### src/rtl/core/vgsd_pkg.sv
// ----------------------------------------------------------------------------
// vgsd_pkg : shared types and constants of the vector glyph stream decoder
// Command codes, parser phase codes and the command beat that travels from
// the parser through the queue to the point unit.
// ----------------------------------------------------------------------------
package vgsd_pkg;

  // Field widths fixed by the stream format
  localparam int BYTE_W     = 8;
  localparam int GLYPH_W    = 17;
  localparam int POINT_W    = 12;
  localparam int ORIGIN_W   = 8;
  localparam int SCALE_W    = 3;
  localparam int PAIR_W     = 10;
  localparam int CHAR_CNT_W = 3;   // covers the widest field of five characters
  localparam int CFG_IDX_W  = 2;

  // Default configuration
  localparam int DEF_GLYPH_FIELD_CHARS = 5;
  localparam int DEF_COUNT_FIELD_CHARS = 3;
  localparam int DEF_QUEUE_DEPTH       = 2;

  localparam logic [ORIGIN_W-1:0] ORIGIN_X_RST = 8'd127;
  localparam logic [ORIGIN_W-1:0] ORIGIN_Y_RST = 8'd95;
  localparam logic [SCALE_W-1:0]  SCALE_RST    = 3'd2;

  // Stream characters
  localparam logic [BYTE_W-1:0] CHAR_LF    = 8'h0A;
  localparam logic [BYTE_W-1:0] CHAR_CR    = 8'h0D;
  localparam logic [BYTE_W-1:0] CHAR_SPACE = 8'h20;
  localparam logic [BYTE_W-1:0] CHAR_ZERO  = 8'h30;
  localparam logic [BYTE_W-1:0] CHAR_NINE  = 8'h39;
  localparam logic [BYTE_W-1:0] CHAR_R     = 8'h52;

  // Configuration register indexes
  typedef enum logic [CFG_IDX_W-1:0] {
    CFG_ORIGIN_X = 2'd0,
    CFG_ORIGIN_Y = 2'd1,
    CFG_SCALE    = 2'd2
  } cfg_idx_t;

  // Result kinds
  typedef enum logic [1:0] {
    KIND_GLYPH = 2'd0,
    KIND_MOVE  = 2'd1,
    KIND_DRAW  = 2'd2
  } kind_t;

  // Parser phases, one-hot
  typedef enum logic [2:0] {
    PH_GLYPH = 3'b001,
    PH_COUNT = 3'b010,
    PH_PAIRS = 3'b100
  } phase_t;

  // Command beat from parser to point unit
  typedef struct packed {
    kind_t               kind;
    logic [GLYPH_W-1:0]  glyph_number;
    logic [BYTE_W-1:0]   x_char;
    logic [BYTE_W-1:0]   y_char;
  } cmd_t;

  // Live configuration seen by the point unit
  typedef struct packed {
    logic [ORIGIN_W-1:0] origin_x;
    logic [ORIGIN_W-1:0] origin_y;
    logic [SCALE_W-1:0]  scale;
  } cfg_t;

endpackage

### src/rtl/core/vgsd_front.sv
// ----------------------------------------------------------------------------
// vgsd_front : stream parser
// Consumes one byte per beat, tracks the glyph number, pair count and
// coordinate pair fields, and issues glyph start and point commands.
// ----------------------------------------------------------------------------
module vgsd_front
  import vgsd_pkg::*;
#(
  parameter int GLYPH_FIELD_CHARS = DEF_GLYPH_FIELD_CHARS,
  parameter int COUNT_FIELD_CHARS = DEF_COUNT_FIELD_CHARS
) (
  input  logic              clk,
  input  logic              rst_n,
  input  logic              accept,
  input  logic [BYTE_W-1:0] byte_in,
  output logic              push,
  output cmd_t              cmd
);

  phase_t               phase_r,   phase_nxt;
  logic [CHAR_CNT_W-1:0] chars_r,  chars_nxt;
  logic [GLYPH_W-1:0]   acc_r,     acc_nxt;
  logic [PAIR_W-1:0]    total_r,   total_nxt;
  logic [PAIR_W-1:0]    seen_r,    seen_nxt;
  logic [BYTE_W-1:0]    held_x_r,  held_x_nxt;
  logic                 have_x_r,  have_x_nxt;
  logic                 pen_up_r,  pen_up_nxt;

  logic                  is_digit;
  logic                  is_eol;
  logic [GLYPH_W-1:0]    acc_add;
  logic [CHAR_CNT_W-1:0] chars_add;
  logic [PAIR_W-1:0]     seen_inc;

  // Accumulate one character into the decimal field
  assign is_eol    = (byte_in == CHAR_LF) || (byte_in == CHAR_CR);
  assign is_digit  = (byte_in >= CHAR_ZERO) && (byte_in <= CHAR_NINE);
  assign acc_add   = is_digit ?
                     GLYPH_W'(acc_r * GLYPH_W'(10) + GLYPH_W'(byte_in - CHAR_ZERO)) :
                     acc_r;
  assign chars_add = chars_r + CHAR_CNT_W'(1);
  assign seen_inc  = seen_r + PAIR_W'(1);

  // Advance the parser on each accepted byte
  always_comb begin
    phase_nxt  = phase_r;
    chars_nxt  = chars_r;
    acc_nxt    = acc_r;
    total_nxt  = total_r;
    seen_nxt   = seen_r;
    held_x_nxt = held_x_r;
    have_x_nxt = have_x_r;
    pen_up_nxt = pen_up_r;
    push       = 1'b0;
    cmd        = '{kind: KIND_GLYPH, glyph_number: acc_add, x_char: byte_in, y_char: byte_in};
    cmd.x_char = held_x_r;
    if (accept && !is_eol) begin
      unique case (phase_r)
        PH_COUNT: begin
          acc_nxt   = acc_add;
          chars_nxt = chars_add;
          if (chars_add >= CHAR_CNT_W'(COUNT_FIELD_CHARS)) begin
            total_nxt  = acc_add[PAIR_W-1:0];
            seen_nxt   = '0;
            acc_nxt    = '0;
            chars_nxt  = '0;
            have_x_nxt = 1'b0;
            pen_up_nxt = 1'b1;
            phase_nxt  = (acc_add[PAIR_W-1:0] == '0) ? PH_GLYPH : PH_PAIRS;
          end
        end
        PH_PAIRS: begin
          if (!have_x_r) begin
            held_x_nxt = byte_in;
            have_x_nxt = 1'b1;
          end else begin
            have_x_nxt = 1'b0;
            seen_nxt   = seen_inc;
            if (seen_inc >= total_r) begin
              phase_nxt = PH_GLYPH;
              seen_nxt  = '0;
            end
            if (seen_r != '0) begin
              // Pen-up pair lifts the pen, any other pair is a point
              if (held_x_r == CHAR_SPACE && byte_in == CHAR_R) begin
                pen_up_nxt = 1'b1;
              end else begin
                push              = 1'b1;
                cmd.kind          = pen_up_r ? KIND_MOVE : KIND_DRAW;
                cmd.glyph_number  = '0;
                pen_up_nxt        = 1'b0;
              end
            end
          end
        end
        default: begin
          phase_nxt = PH_GLYPH;
          acc_nxt   = acc_add;
          chars_nxt = chars_add;
          if (chars_add >= CHAR_CNT_W'(GLYPH_FIELD_CHARS)) begin
            push      = 1'b1;
            acc_nxt   = '0;
            chars_nxt = '0;
            phase_nxt = PH_COUNT;
          end
        end
      endcase
    end
  end

  // Hold the parser state
  always_ff @(posedge clk) begin
    if (!rst_n) begin
      phase_r  <= PH_GLYPH;
      chars_r  <= '0;
      acc_r    <= '0;
      total_r  <= '0;
      seen_r   <= '0;
      held_x_r <= '0;
      have_x_r <= 1'b0;
      pen_up_r <= 1'b1;
    end else begin
      phase_r  <= phase_nxt;
      chars_r  <= chars_nxt;
      acc_r    <= acc_nxt;
      total_r  <= total_nxt;
      seen_r   <= seen_nxt;
      held_x_r <= held_x_nxt;
      have_x_r <= have_x_nxt;
      pen_up_r <= pen_up_nxt;
    end
  end

endmodule

### src/rtl/core/vgsd_queue.sv
// ----------------------------------------------------------------------------
// vgsd_queue : command queue
// Short first-in first-out store between the parser and the point unit.
// ----------------------------------------------------------------------------
module vgsd_queue
  import vgsd_pkg::*;
#(
  parameter int DEPTH = DEF_QUEUE_DEPTH
) (
  input  logic clk,
  input  logic rst_n,
  input  logic push,
  input  cmd_t push_cmd,
  input  logic pop,
  output logic full,
  output logic not_empty,
  output cmd_t head
);

  localparam int PTR_W = (DEPTH > 1) ? $clog2(DEPTH) : 1;
  localparam int CNT_W = $clog2(DEPTH + 1);

  cmd_t             slot_r [DEPTH];
  logic [PTR_W-1:0] wr_ptr_r, wr_ptr_nxt;
  logic [PTR_W-1:0] rd_ptr_r, rd_ptr_nxt;
  logic [CNT_W-1:0] count_r,  count_nxt;

  assign full      = (count_r == CNT_W'(DEPTH));
  assign not_empty = (count_r != '0);
  assign head      = slot_r[rd_ptr_r];

  // Advance pointers with wrap at the depth
  always_comb begin
    wr_ptr_nxt = wr_ptr_r;
    rd_ptr_nxt = rd_ptr_r;
    count_nxt  = count_r;
    if (push) begin
      wr_ptr_nxt = (wr_ptr_r == PTR_W'(DEPTH - 1)) ? '0 : wr_ptr_r + PTR_W'(1);
    end
    if (pop) begin
      rd_ptr_nxt = (rd_ptr_r == PTR_W'(DEPTH - 1)) ? '0 : rd_ptr_r + PTR_W'(1);
    end
    if (push && !pop) begin
      count_nxt = count_r + CNT_W'(1);
    end else if (pop && !push) begin
      count_nxt = count_r - CNT_W'(1);
    end
  end

  always_ff @(posedge clk) begin
    if (!rst_n) begin
      wr_ptr_r <= '0;
      rd_ptr_r <= '0;
      count_r  <= '0;
    end else begin
      wr_ptr_r <= wr_ptr_nxt;
      rd_ptr_r <= rd_ptr_nxt;
      count_r  <= count_nxt;
    end
  end

  // Store the pushed beat
  always_ff @(posedge clk) begin
    if (push) begin
      slot_r[wr_ptr_r] <= push_cmd;
    end
  end

`ifndef NO_ASSERTIONS
  a_no_overflow: assert property (@(posedge clk) disable iff (!rst_n)
    push |-> (!full || pop))
    else $error("queue pushed while full");
  a_no_underflow: assert property (@(posedge clk) disable iff (!rst_n)
    pop |-> not_empty)
    else $error("queue popped while empty");
  a_count_bound: assert property (@(posedge clk) disable iff (!rst_n)
    count_r <= CNT_W'(DEPTH))
    else $error("queue count beyond depth");
  a_count_step: assert property (@(posedge clk) disable iff (!rst_n)
    (push && !pop) |=> (count_r == $past(count_r) + CNT_W'(1)))
    else $error("queue count missed a push");
`endif

endmodule

### src/rtl/core/vgsd_back.sv
// ----------------------------------------------------------------------------
// vgsd_back : point unit and output register
// Takes commands from the queue, scales and offsets point coordinates and
// presents the result beat until it is taken.
// ----------------------------------------------------------------------------
module vgsd_back
  import vgsd_pkg::*;
(
  input  logic                      clk,
  input  logic                      rst_n,
  input  cfg_t                      cfg,
  input  logic                      q_not_empty,
  input  cmd_t                      q_head,
  output logic                      q_pop,
  output logic                      out_valid,
  input  logic                      out_ready,
  output logic [1:0]                out_kind,
  output logic [GLYPH_W-1:0]        out_glyph_number,
  output logic signed [POINT_W-1:0] out_point_x,
  output logic signed [POINT_W-1:0] out_point_y
);

  localparam int SUM_W = POINT_W + 1;

  logic                      valid_r, valid_nxt;
  logic [1:0]                kind_r;
  logic [GLYPH_W-1:0]        glyph_r;
  logic signed [POINT_W-1:0] x_r, y_r;
  logic signed [POINT_W-1:0] x_calc, y_calc;
  logic                      is_glyph;

  // Map a raw character to a screen coordinate
  function automatic logic signed [POINT_W-1:0] place(
    input logic [ORIGIN_W-1:0] origin,
    input logic [SCALE_W-1:0]  scale,
    input logic [BYTE_W-1:0]   c
  );
    logic signed [SUM_W-1:0] raw;
    logic signed [SUM_W-1:0] prod;
    logic signed [SUM_W-1:0] sum;
    raw  = $signed({{(SUM_W-BYTE_W){1'b0}}, c}) - $signed(SUM_W'({1'b0, CHAR_R}));
    prod = SUM_W'(raw * $signed({{(SUM_W-SCALE_W){1'b0}}, scale}));
    sum  = prod + $signed({{(SUM_W-ORIGIN_W){1'b0}}, origin});
    return sum[POINT_W-1:0];
  endfunction

  assign is_glyph = (q_head.kind == KIND_GLYPH);
  assign x_calc   = is_glyph ? '0 : place(cfg.origin_x, cfg.scale, q_head.x_char);
  assign y_calc   = is_glyph ? '0 : place(cfg.origin_y, cfg.scale, q_head.y_char);

  // Load the output register when it is empty or being drained
  assign q_pop     = q_not_empty && (!valid_r || out_ready);
  assign valid_nxt = q_pop ? 1'b1 : (out_ready ? 1'b0 : valid_r);

  always_ff @(posedge clk) begin
    if (!rst_n) begin
      valid_r <= 1'b0;
    end else begin
      valid_r <= valid_nxt;
    end
  end

  always_ff @(posedge clk) begin
    if (q_pop) begin
      kind_r  <= q_head.kind;
      glyph_r <= q_head.glyph_number;
      x_r     <= x_calc;
      y_r     <= y_calc;
    end
  end

  assign out_valid        = valid_r;
  assign out_kind         = kind_r;
  assign out_glyph_number = glyph_r;
  assign out_point_x      = x_r;
  assign out_point_y      = y_r;

`ifndef NO_ASSERTIONS
  a_hold_stalled: assert property (@(posedge clk) disable iff (!rst_n)
    (valid_r && !out_ready) |-> !q_pop)
    else $error("output overwritten while stalled");
  a_glyph_no_point: assert property (@(posedge clk) disable iff (!rst_n)
    (valid_r && kind_r == KIND_GLYPH) |-> (x_r == '0 && y_r == '0))
    else $error("glyph start carries a point");
  a_point_no_glyph: assert property (@(posedge clk) disable iff (!rst_n)
    (valid_r && kind_r != KIND_GLYPH) |-> (glyph_r == '0))
    else $error("point carries a glyph number");
`endif

endmodule

### src/rtl/core/vector_glyph_stream_decoder_top.sv
// ----------------------------------------------------------------------------
// vector_glyph_stream_decoder_top : vector font stream decoder
// Parses a byte stream of vector glyph records into glyph start, move and
// draw beats with configurable origin and scale.
// ----------------------------------------------------------------------------
// The decoder takes one stream byte per clock cycle and keeps that rate as
// long as results are taken; the figure is set by the parser, whose field
// state is updated once per byte. The parser writes the command for the
// byte that completes a result beat into a two-entry queue, and the point
// unit scales the coordinates on its way from that queue into the output
// register. in_ready drops only when that queue is full.
// CR and LF bytes are consumed and dropped. Configuration registers take
// effect on the points computed after the write and should be written while
// no beats are in flight. There is no start-up pass after reset.
// ----------------------------------------------------------------------------
module vector_glyph_stream_decoder_top
  import vgsd_pkg::*;
#(
  parameter int GLYPH_FIELD_CHARS = DEF_GLYPH_FIELD_CHARS,
  parameter int COUNT_FIELD_CHARS = DEF_COUNT_FIELD_CHARS,
  parameter int QUEUE_DEPTH       = DEF_QUEUE_DEPTH
) (
  input  logic                      clk,
  input  logic                      rst_n,
  input  logic                      in_valid,
  output logic                      in_ready,
  input  logic [BYTE_W-1:0]         in_byte_in,
  output logic                      out_valid,
  input  logic                      out_ready,
  output logic [1:0]                out_kind,
  output logic [GLYPH_W-1:0]        out_glyph_number,
  output logic signed [POINT_W-1:0] out_point_x,
  output logic signed [POINT_W-1:0] out_point_y,
  input  logic                      cfg_we,
  input  logic [CFG_IDX_W-1:0]      cfg_index,
  input  logic [ORIGIN_W-1:0]       cfg_wdata
);

  cfg_t cfg_r;
  logic accept;
  logic push;
  cmd_t push_cmd;
  logic q_full;
  logic q_not_empty;
  logic q_pop;
  cmd_t q_head;

  // Write configuration registers
  always_ff @(posedge clk) begin
    if (!rst_n) begin
      cfg_r.origin_x <= ORIGIN_X_RST;
      cfg_r.origin_y <= ORIGIN_Y_RST;
      cfg_r.scale    <= SCALE_RST;
    end else if (cfg_we) begin
      unique case (cfg_index)
        CFG_ORIGIN_X: cfg_r.origin_x <= cfg_wdata;
        CFG_ORIGIN_Y: cfg_r.origin_y <= cfg_wdata;
        CFG_SCALE:    cfg_r.scale    <= cfg_wdata[SCALE_W-1:0];
        default:      ;
      endcase
    end
  end

  assign in_ready = !q_full;
  assign accept   = in_valid && in_ready;

  vgsd_front #(
    .GLYPH_FIELD_CHARS (GLYPH_FIELD_CHARS),
    .COUNT_FIELD_CHARS (COUNT_FIELD_CHARS)
  ) u_front (
    .clk     (clk),
    .rst_n   (rst_n),
    .accept  (accept),
    .byte_in (in_byte_in),
    .push    (push),
    .cmd     (push_cmd)
  );

  vgsd_queue #(
    .DEPTH (QUEUE_DEPTH)
  ) u_queue (
    .clk       (clk),
    .rst_n     (rst_n),
    .push      (push),
    .push_cmd  (push_cmd),
    .pop       (q_pop),
    .full      (q_full),
    .not_empty (q_not_empty),
    .head      (q_head)
  );

  vgsd_back u_back (
    .clk              (clk),
    .rst_n            (rst_n),
    .cfg              (cfg_r),
    .q_not_empty      (q_not_empty),
    .q_head           (q_head),
    .q_pop            (q_pop),
    .out_valid        (out_valid),
    .out_ready        (out_ready),
    .out_kind         (out_kind),
    .out_glyph_number (out_glyph_number),
    .out_point_x      (out_point_x),
    .out_point_y      (out_point_y)
  );

endmodule

### config.mk
export PLATFORM = sky130hd
export DESIGN_NAME = vector_glyph_stream_decoder_top
export DESIGN_NICKNAME = d
export VERILOG_FILES = /design/src/rtl/core/vgsd_pkg.sv /design/src/rtl/core/vgsd_front.sv /design/src/rtl/core/vgsd_queue.sv /design/src/rtl/core/vgsd_back.sv /design/src/rtl/core/vector_glyph_stream_decoder_top.sv
export SDC_FILE = /design/constraint.sdc
export NUM_CORES = 1
export LEC_CHECK = 0
export BUFFER_PORTS_ARGS = -buffer_cell sky130_fd_sc_hd__buf_2
export CAP_MARGIN = 25
export CORE_MARGIN = 2
export CORE_UTILIZATION = 50
export DETAILED_ROUTE_END_ITERATION = 6
export PLACE_DENSITY_LB_ADDON = 0.08
export SLEW_MARGIN = 20
export SYNTH_ARGS = -nofsm -noshare
export SYNTH_HDL_FRONTEND = slang
export SYNTH_HIERARCHICAL = 1
export SYNTH_SLANG_ARGS = --single-unit
### constraint.sdc
create_clock -name clk -period 13.9 [get_ports clk]
set_clock_uncertainty 0.15 [all_clocks]
set_input_delay 2.78 -clock clk [delete_from_list [all_inputs] [get_ports clk]]
set_output_delay 2.78 -clock clk [all_outputs]
set_load 0.005 [all_outputs]
# Word-level counts from Yosys, hierarchy flattened
# Memories as Yosys holds them, arrays and structs flattened. A register that Yosys moved wholly into a read port is not among the register bits.
# Cells that the tools add are included.
# totals
memories,1
in_bits,23
wordCells,134
ram_bits,70
reg_bits,120
# mem_list
memory,words,width,rd,rd_ports_with_merged_regs,write_ports,line_no,source
u_queue.slot_r,2,35,1,1,1,vgsd_queue.sv:23,cmd_t slot_r [DEPTH];
# classes
n_mul,3
mux,47
eq_ne,13
reduce_logical,32
addsub,12
n_bitwise,2
n_lt_le_gt_ge,5
# ops
cell,count
two-way mux 19 bit,5
two-way mux 17 bit,3
one-hot mux 17 bit (2 select lines),1
two-way mux 10 bit,3
multiplier 13 x 4 -> 12 bit,2
adder 12 x 9 -> 12 bit,2
one-hot mux 10 bit (2 select lines),1
two-way mux 1 bit,19
two-way mux 3 bit,6
"subtractor 8 x 7 -> 9 bit, second input constant",2
adder 17 bit,1
"multiplier 17 x 3 -> 16 bit, second input constant",1
"== test 8 x 4 -> 1 bit, second input constant",2
one-hot mux 3 bit (2 select lines),2
"adder 10 x 1 -> 10 bit, second input constant",1
>= comparator 10 bit,1
logical NOT 10 bit,1
nonzero test 10 bit,1
AND reduction 3 bit,3
"subtractor 8 x 6 -> 9 bit, second input constant",1
"== test 8 x 6 -> 1 bit, second input constant",1
"== test 8 x 7 -> 1 bit, second input constant",1
">= comparator 8 x 6 -> 1 bit, second input constant",1
"less-or-equal comparator 8 x 6 -> 1 bit, second input constant",1
other kinds (22),52

# Logic depth before layout (Yosys ltp)
# Gate-level depths: netlist (run 1).
# logic_depth
ltp_word,11
ltp_mapped,20
ltp_nobuf,19

# By module
# The synthesis (run 1) kept the hierarchy.
# by_module_without_submodules
mod,seq_area_each_um2,n_inst,area_each_um2,cells_each
vgsd_front,1061.0,1,4528.1,565
vgsd_back,1311.3,1,4113.9,406
vgsd_queue,2202.1,1,2756.4,131
vector_glyph_stream_decoder_top,380.4,1,820.8,80

# Worst setup path before layout (run 1)
# Ideal clock, no wire load.
# synth_path
kind,input-to-reg
start,input port in_byte_in[4]
end,"memory u_queue/slot_r[0][0] (netlist name), enable pin"
setup_time_ps,433
path_slack_ps,7659
arrival_time_ps,5658
stages,9
cell_sequence,inv_1 ha_1 nand3_1 o21ai_1 buf_2 nor3_1 clkbuf_1 o21bai_1 nor2b_1
# synth_via
elab_chain_len,9
# synth_lines
element,line_no,source
"start, declared",vector_glyph_stream_decoder_top.sv:27,"input logic [BYTE_W-1:0] in_byte_in,"
== test 8 x 7 -> 1 bit,vgsd_front.sv:85,if (held_x_r == CHAR_SPACE && byte_in == CHAR_R) begin
logical AND 1 bit,vgsd_front.sv:85,
two-way mux 1 bit,vgsd_front.sv:85,
two-way mux 1 bit,vgsd_front.sv:83,if (seen_r != '0) begin
two-way mux 1 bit,vgsd_front.sv:73,if (!have_x_r) begin
one-hot mux 1 bit (2 select lines),vgsd_front.sv:58,unique case (phase_r)
two-way mux 1 bit *,vgsd_front.sv:57,if (accept && !is_eol) begin
net push,vector_glyph_stream_decoder_top.sv:41,logic push;
two-way mux 1 bit *,vgsd_queue.sv:64,if (push) begin
two-way mux 1 bit (not written as such) *,vgsd_queue.sv:65,slot_r[wr_ptr_r] <= push_cmd;
"end, declared",vgsd_queue.sv:23,
# The timed path passes the listed nets; every way through them passes the cells marked *.

==> flow_summary.rst, run 1 <==
.. list-table::
   :header-rows: 1

   * - Metric
     - Value
   * - Result of the run
     - completed
   * - Worst Path Required
     - 13,980 ps
   * - Worst-path clk slew
     - 70 ps
   * - Top routing layer in use
     - met4
   * - Average cell area after synthesis
     - 10.34 um^2
   * - Total met2 wirelength after detailed routing
     - 11,500 um
   * - Biggest area contributors in the synthesized netlist
     - edfxtp_1 28%, dfxtp_1 13%, ha_1 12%
   * - Number of buffers on the longest clock path
     - 2
   * - Vias in the first global route
     - 8,134
   * - Share of async-settable or async-resettable flops after synthesis
     - 0%
   * - Pin slew with the least headroom to its limit
     - 1082 ps
   * - Hold WC Path Type
     - register to register
   * - Largest net degree at the start of global routing
     - 90
   * - Post-DP HPWL
     - 17,640 um
   * - Number of remaining DRC errors
     - 0
   * - Net count, final
     - 1,401
   * - Area of the placeable core
     - 24,180 um^2
   * - Y dimension of the die
     - 160.3 um
   * - Fmax
     - 0.1885 GHz
   * - Flip-flop cell with the highest count after synthesis
     - edfxtp_1
   * - Worst setup timing slack at the placement stage
     - 7551 ps
   * - Share of the yosys chip area belonging to registers
     - 40.55%
   * - Die Span X
     - 160.3 um
   * - Post-cts gate resize count
     - 0
   * - Via count
     - 8,284
   * - GR Util All Layers
     - 19.51%
   * - Reported max-cap violation count
     - 0
   * - Type of the setup path with the least slack
     - input pin to register
   * - Post-synthesis instance area
     - 12,220 um^2
   * - Area added between synthesis and finish
     - 10.00%
   * - Beginning of the critical path
     - in_byte_in[4]
   * - Count of pins on the block boundary
     - 68
   * - Met3 wire length
     - 725 um
   * - Antenna-violating nets left
     - 0
   * - Rows
     - 57
   * - Net Count, Synth
     - 1,351
   * - Vias per cell
     - 5.276
   * - Non-Filler Cell Area, Final
     - 13,440 um^2
   * - Cell accounting for the most synthesized area
     - edfxtp_1
   * - Overflow after GRT
     - 0
   * - Normalized max-slew margin
     - 27.85%
   * - Final core utilization
     - 55.60%
   * - Number of distinct library cells after synthesis
     - 76
   * - FILL cells
     - 2,114
   * - Number of optimization iterations in the first detailed-route pass
     - 5
   * - Pwr Density
     - 138.5 nW/um^2
   * - Arrival time worst endpoint
     - 5380 ps
   * - Worst Setup Start Kind
     - input pin
   * - Routed length per placed instance
     - 15.38 um
   * - Wire length on met1
     - 11,580 um
   * - Number of enable flip-flop cells after synthesis
     - 113
   * - Final RePlAce weighted congestion
     - 0.8432
   * - Final worst-path setup slack
     - 8596 ps
   * - Synth Warn #
     - 6
   * - Final clock period utilization by the worst path
     - 38.16%
   * - Most common library cell in the layout ignoring fill and taps
     - ha_1
   * - Seq cells post-synth
     - 191
   * - Detailed Route WL
     - 24,140 um
   * - Placed Area
     - 12,780 um^2
   * - H-Tree Level Count
     - 4
   * - Total CTS buffers
     - 17
   * - RSZ-0062 raised after global routing
     - no
   * - Final worst path period need
     - 5304 ps
   * - Fraction of layout instances using a drive strength above 1
     - 13.41%
   * - Wire length of the first global-routing pass
     - 40,430 um
   * - Clock tree from TritonCTS
     - done
   * - Max-slew violations
     - 0
   * - DRT iter0 DRCs
     - 402
   * - Setup TNS
     - 0 ps
   * - Static Leak
     - 0.005794 uW
   * - Worst-case vdd ir drop
     - 0.07479 mV
   * - CTS sink count
     - 191
   * - Initial core utilization
     - 50.54%
   * - Post-CTS Hold Fix Bufs
     - 0
   * - Share of the synthesized area in the top cell type
     - 27.77%
   * - Final setup violation count
     - 0
   * - Nature of the critical path endpoint
     - register
   * - Buffers inserted by post-CTS timing repair
     - 0
   * - Mapped Cells
     - 1,182
   * - CTS root buffer
     - clkbuf_16
   * - Number of port buffers
     - 67
   * - Die ar.
     - 25,700 um^2
   * - Highest fanout seen on the critical path
     - 7
   * - Final number of hold-violating endpoints
     - 0
   * - Antenna violations before repair
     - 1
   * - Clock Latency Late Sink
     - 440 ps
   * - Most frequent cells in the layout
     - 114 x ha_1, 113 x edfxtp_1, 99 x inv_1
   * - Worst hold path startpoint
     - u_front/acc_r[16]
## cells by family after synthesis
| logic type | after synthesis | synth area share, % |
|---|---|---|
| XOR/XNOR | 60 | 4.413 |
| multiplexers | 65 | 5.683 |
| buffers and inverters | 143 | 5.109 |
| flip-flops | 191 | 40.55 |
| adder cells (fa/ha/maj) | 146 | 16.92 |
| AO/OA/AOI/OAI | 199 | 10.98 |
| AND/OR/NAND/NOR | 378 | 16.35 |
## flip-flops by register name (all words and copies together) (netlist names), named ones only
signal                   count
u_front/chars_r              3
u_front/have_x_r             1
u_queue/count_r              2
u_queue/slot_r              70
u_back/out_kind              2
u_front/held_x_r             8
u_front/seen_r              10
u_front/total_r             10
u_front/phase_r              3
u_back/out_valid             1
u_front/acc_r               17
u_queue/rd_ptr_r             1
u_front/pen_up_r             1
cfg_r                       19
u_back/out_point_y          12
u_queue/wr_ptr_r             1
u_back/out_glyph_number     17
u_back/out_point_x          12
## cell usage after synthesis, drive strengths merged, types with 2 or more instances
library cell	count
dfxtp	78
edfxtp	113
fa	32
a21boi	13
inv	99
ha	114
nand2	81
mux2	35
mux2i	30
or4	3
nor3	25
nor2	72
and2	50
a22oi	13
xor2	25
o21ai	42
a221oi	2
and3	4
xnor2	34
and3b	3
a21o	15
nor4	10
nor3b	2
nand3b	2
o211ai	4
o21bai	9
nand4	4
buf	23
a31oi	5
o21a	9
a41oi	2
clkbuf	21
or2	3
nor2b	68
a211oi	12
nand2b	11
or3	10
o211a	7
o31a	3
a21oi	50
nand3	26
o41ai	4
## worst paths after layout
path | cells past startpoint | endpoint | slack (ps)
worst max register to register | 16 | u_back/out_point_y[10] | 8860
worst min-delay path | 2 | u_front/acc_r[16] | 300
worst max-delay path | 12 | u_queue/slot_r[0][31] | 8600
worst min register to register | 2 | u_front/acc_r[16] | 300
## stage by stage
stage	total power [uW]	hold WS [ps]	std cells
after global placement	1354	290.7	1536
final	1862	303.5	1570
after detailed placement	1360	296.3	1536
after floorplan	1195	280.1	1182
after global routing	1990	340.8	1569
after CTS	1884	306.8	1568
## power breakdown
group	leakage (uW)	internal [uW]	switching [uW]	total (uW)
clock	0.000304	290	230	519
combinational	0.00378	264	347	612
sequential	0.00171	707	23.7	731
total	0.00579	1260	601	1860
## area by class of cell
cell class	count	area (um^2)	share of cell area, %
Inverter	99	371.6	2.765
Multi-Input combinational cell	848	6674	49.65
Sequential cell	191	4955	36.86
Tap cell	324	405.4	3.016
Timing Repair Buffer	75	407.9	3.035
Clock inverter	15	200.2	1.489
Clock buffer	17	425.4	3.165
Antenna cell	1	2.502	0.01862
## per-layer routing
layer	GRT usage [%]	up-vias
met3	3.512	27
met4	5.201	0
met2	33.25	111
li1	-	4226
met5	0	-
met1	25.74	3920
## worst max-delay path, cell delays in order
cell,delay (ps)
buf_2,140
ha_1,270
xnor2_1,250
ha_1,310
o21ai_0,130
a21oi_1,250
o2111ai_1,200
a31oi_1,270
a31oi_1,140
xnor2_1,230
nand2_1,90
a21oi_1,320
(Power assumes the default switching activity.)
==> run 2: changes to the inputs <==
Clock period 13.9 ns to 4.8 ns, I/O delays scaled along.
==> run 2 against run 1 <==
  * Core utilization is 0.72 points higher
  * Cell area increased by 1.3%
  * First-iteration DRC count grew 0.50%
  * Register-to-register slack worse by 8700 ps
  * Total power rose to 2.9 times the previous value
  * Critical path type is now register to register
  * Critical endpoint is now u_back/out_point_x[11]
  * Largest cell class unchanged
  * Largest power group unchanged
  * Highest routed layer unchanged
==> flow_summary.rst, run 2 (synthesis results as in run 1) <==
.. list-table::
   :header-rows: 1

   * - Metric
     - Value
   * - Clock tree from TritonCTS
     - done
   * - Share of total power consumed by net switching
     - 32.83% (+0.56 points)
   * - Crit-path max cell delay
     - 560 ps (+240 ps)
   * - CTS root buffer
     - clkbuf_16
   * - Initial core utilization
     - 50.54% (unchanged)
   * - Rows
     - 57 (unchanged)
   * - Final clock period utilization by the worst path
     - 96.09%
   * - Worst-case vdd ir drop
     - 0.2085 mV (+180%)
   * - Static Leak
     - 0.005841 uW (+0.81%)
   * - Total internal power
     - 3662 uW (+190%)
   * - Area occupied by multi-input gates
     - 6735 um^2 (+0.92%)
   * - Worst setup timing slack at the placement stage
     - 68.52 ps (-7483 ps)
   * - Final RePlAce weighted congestion
     - 0.8049 (-4.5%)
   * - Antenna-violating nets left
     - 0 (unchanged)
   * - FILL cells
     - 2,089 (-1.2%)
   * - Area added between synthesis and finish
     - 11.44%
   * - Overflow after GRT
     - 0 (unchanged)
   * - Slowest cell on the critical path
     - or4_4
   * - Y dimension of the die
     - 160.3 um (unchanged)
   * - Detailed Route WL
     - 23,930 um (-0.88%)
   * - Type of the setup path with the least slack
     - register to register
   * - Normalized max-slew margin
     - 40.25% (+12 points)
   * - Total CTS buffers
     - 17 (unchanged)
   * - Pwr Density
     - 400.4 nW/um^2 (+190%)
   * - Net switching component of the power
     - 1790 uW (+200%)
   * - Setup TNS
     - 0 ps (unchanged)
   * - Result of the run
     - completed
   * - Max-slew violations
     - 0 (unchanged)
   * - Cell type group with the largest total delay on the critical path
     - adder cells
   * - Number of buffers on the longest clock path
     - 2 (unchanged)
   * - Most common library cell in the layout ignoring fill and taps
     - edfxtp_1
   * - Worst Setup Start Kind
     - register
   * - Antenna violations before repair
     - 1 (unchanged)
   * - Routed length per placed instance
     - 15.14 um (-1.5%)
   * - Die Span X
     - 160.3 um (unchanged)
   * - Largest net degree at the start of global routing
     - 60 (-33%)
   * - Buffers inserted by post-CTS timing repair
     - 0 (unchanged)
   * - Share of total power in sequential cells
     - 38.9% (-0.3 points)
   * - Post-DP HPWL
     - 17,890 um (+1.4%)
   * - Die ar.
     - 25,700 um^2 (unchanged)
   * - Via count
     - 8,282 (-0.024%)
   * - Number of remaining DRC errors
     - 0 (unchanged)
   * - Final worst-path setup slack
     - 187.7 ps (-8408 ps)
   * - Count of pins on the block boundary
     - 68 (unchanged)
   * - Sequential cell area
     - 4956 um^2 (about the same)
   * - CTS sink count
     - 191 (unchanged)
   * - Area of the placeable core
     - 24,180 um^2 (unchanged)
   * - Final setup violation count
     - 0 (unchanged)
   * - Leading registers by flop count
     - u_queue/slot_r: 70 flops, cfg_r: 19 flops
   * - Fraction of layout instances using a drive strength above 1
     - 15.22% (+1.8 points)
   * - Reported max-cap violation count
     - 0 (unchanged)
   * - Highest fanout seen on the critical path
     - 11 (+4)
   * - Final number of hold-violating endpoints
     - 0 (unchanged)
   * - DRT iter0 DRCs
     - 404 (+0.50%)
   * - Fraction of power consumed by the clock network
     - 27.1% (-0.8 points)
   * - Most flop-heavy register
     - u_queue/slot_r
   * - Number of port buffers
     - 67 (unchanged)
   * - Worst Path Required
     - 4840 ps (-9140 ps)
   * - Hold WC Path Type
     - register to register
   * - Vias per cell
     - 5.242 (-0.66%)
   * - Cell Chain, Critical Path
     - buf_12 > mux2_2 > or4_4 > a21oi_2 > and2_1 > ha_1 > fa_1 > inv_1 > fa_1 > inv_1 > ha_1 > nand2_1 > nor3_1 > a21oi_1 > xnor3_1 > nor2_1
   * - Arrival time worst endpoint
     - 4650 ps (-730 ps)
   * - Pin slew with the least headroom to its limit
     - 891.4 ps (-190.9 ps)
   * - Number of optimization iterations in the first detailed-route pass
     - 5 (unchanged)
   * - Clock Latency Late Sink
     - 440 ps (about the same)
   * - Fmax
     - 0.2168 GHz
   * - Vias in the first global route
     - 8,095 (-0.48%)
   * - CP bufs+invs
     - 3 (+2)
   * - Overall power
     - 5452 uW (+190%)
   * - Max FFs per register
     - 70 (unchanged)
   * - GR Util All Layers
     - 19.28% (-0.23 points)
   * - Worst-path clk slew
     - 70 ps (about the same)
   * - Hold Slack
     - 304.7 ps (+1.188 ps)
   * - Share of power burned in combinational logic
     - 34.0% (+1.2 points)
   * - Net count, final
     - 1,411 (+0.71%)
   * - Most frequent cells in the layout
     - 113 x edfxtp_1, 112 x ha_1, 99 x inv_1
   * - Nature of the critical path endpoint
     - register
   * - Wire length of the first global-routing pass
     - 40,120 um (-0.77%)
   * - H-Tree Level Count
     - 4 (unchanged)
   * - Final worst path period need
     - 4612 ps
-- run 2: cell types whose count changed in the layout (fill, tap and decap cells not counted), moves of 2 or more --
| cell | before | now |
|---|---|---|
| ha_1 | 114 | 112 |
| a211oi_2 | 0 | 2 |
| inv_6 | 6 | 1 |
| a221oi_2 | 0 | 2 |
| buf_12 | 1 | 4 |
| nor3_2 | 1 | 3 |
| buf_4 | 7 | 13 |
| a211oi_1 | 12 | 10 |
| a221oi_1 | 2 | 0 |
| inv_8 | 1 | 5 |
| a21oi_1 | 47 | 43 |
| a21oi_2 | 2 | 6 |
| o21ai_0 | 35 | 33 |
-- run 2: final cells by class --
cell class	instances	area share [%]
Antenna cell	1	0.01838
Clock buffer	17	3.124
Clock inverter	15	1.443
Inverter	99	2.729
Multi-Input combinational cell	848	49.46
Sequential cell	191	36.40
Tap cell	324	2.977
Timing Repair Buffer	85	3.850
-- run 2: stage by stage --
step / cells / area, um^2 / util (%)
2_1_floorplan: 1182 / 12220 / -
3_3_place_gp: 1547 / 12910 / 53.41
3_5_place_dp: 1547 / 12910 / 53.41
4_1_cts: 1579 / 13530 / 55.98
5_1_grt: 1579 / 13610 / 56.31
6_report: 1580 / 13620 / 56.32
-- run 2: worst register-to-register path, delay by kind of cell, from the launching register on --
kind                       cells  cell delay [ps]
AOI/OAI and AO/OA              2              280
muxes                          1              380
and+or+nand+nor                5             1010
adders and majority gates      4             1640
DFF                            1              380
xor gates and xnor gates       1              280
buffers and inverters          3              230
-- run 2: final timing paths --
| check | from | end | slack, ps | cells past startpoint |
|---|---|---|---|---|
| setup reg to reg | register | u_back/out_point_x[11] | 190 | 16 |
| hold reg to reg | u_front/acc_r[16] | u_front/acc_r[16] | 300 | 2 |
| hold / removal | u_front/acc_r[16] | u_front/acc_r[16] | 300 | 2 |
| setup / recovery | register | u_back/out_point_x[11] | 190 | 16 |
-- run 2: per-layer routing --
layer / track usage [%] / routed length (um) / up-vias
met1: 25.11 / 11330 / 3912
li1: - / - / 4243
met3: 3.177 / 671 / 19
met2: 33.90 / 11660 / 108
met5: 0 / 0 / -
met4: 4.259 / 265 / 0
-- run 2: power groups by stage --
| stage | combinational, uW | clock, uW | sequential [uW] |
|---|---|---|---|
| finish | 1850 | 1480 | 2120 |
| global route | 2120 | 1590 | 2140 |
| CTS | 1810 | 1510 | 2120 |
| detailed placement | 1800 | 0 | 2160 |
| global placement | 1790 | 0 | 2160 |
| floorplan | 1280 | 0 | 2180 |
-- run 2: repair_timing --
item	CTS	global route
hold buffers	0	0
gates resized for setup	0	19
endpoints found under the setup margin	0	8
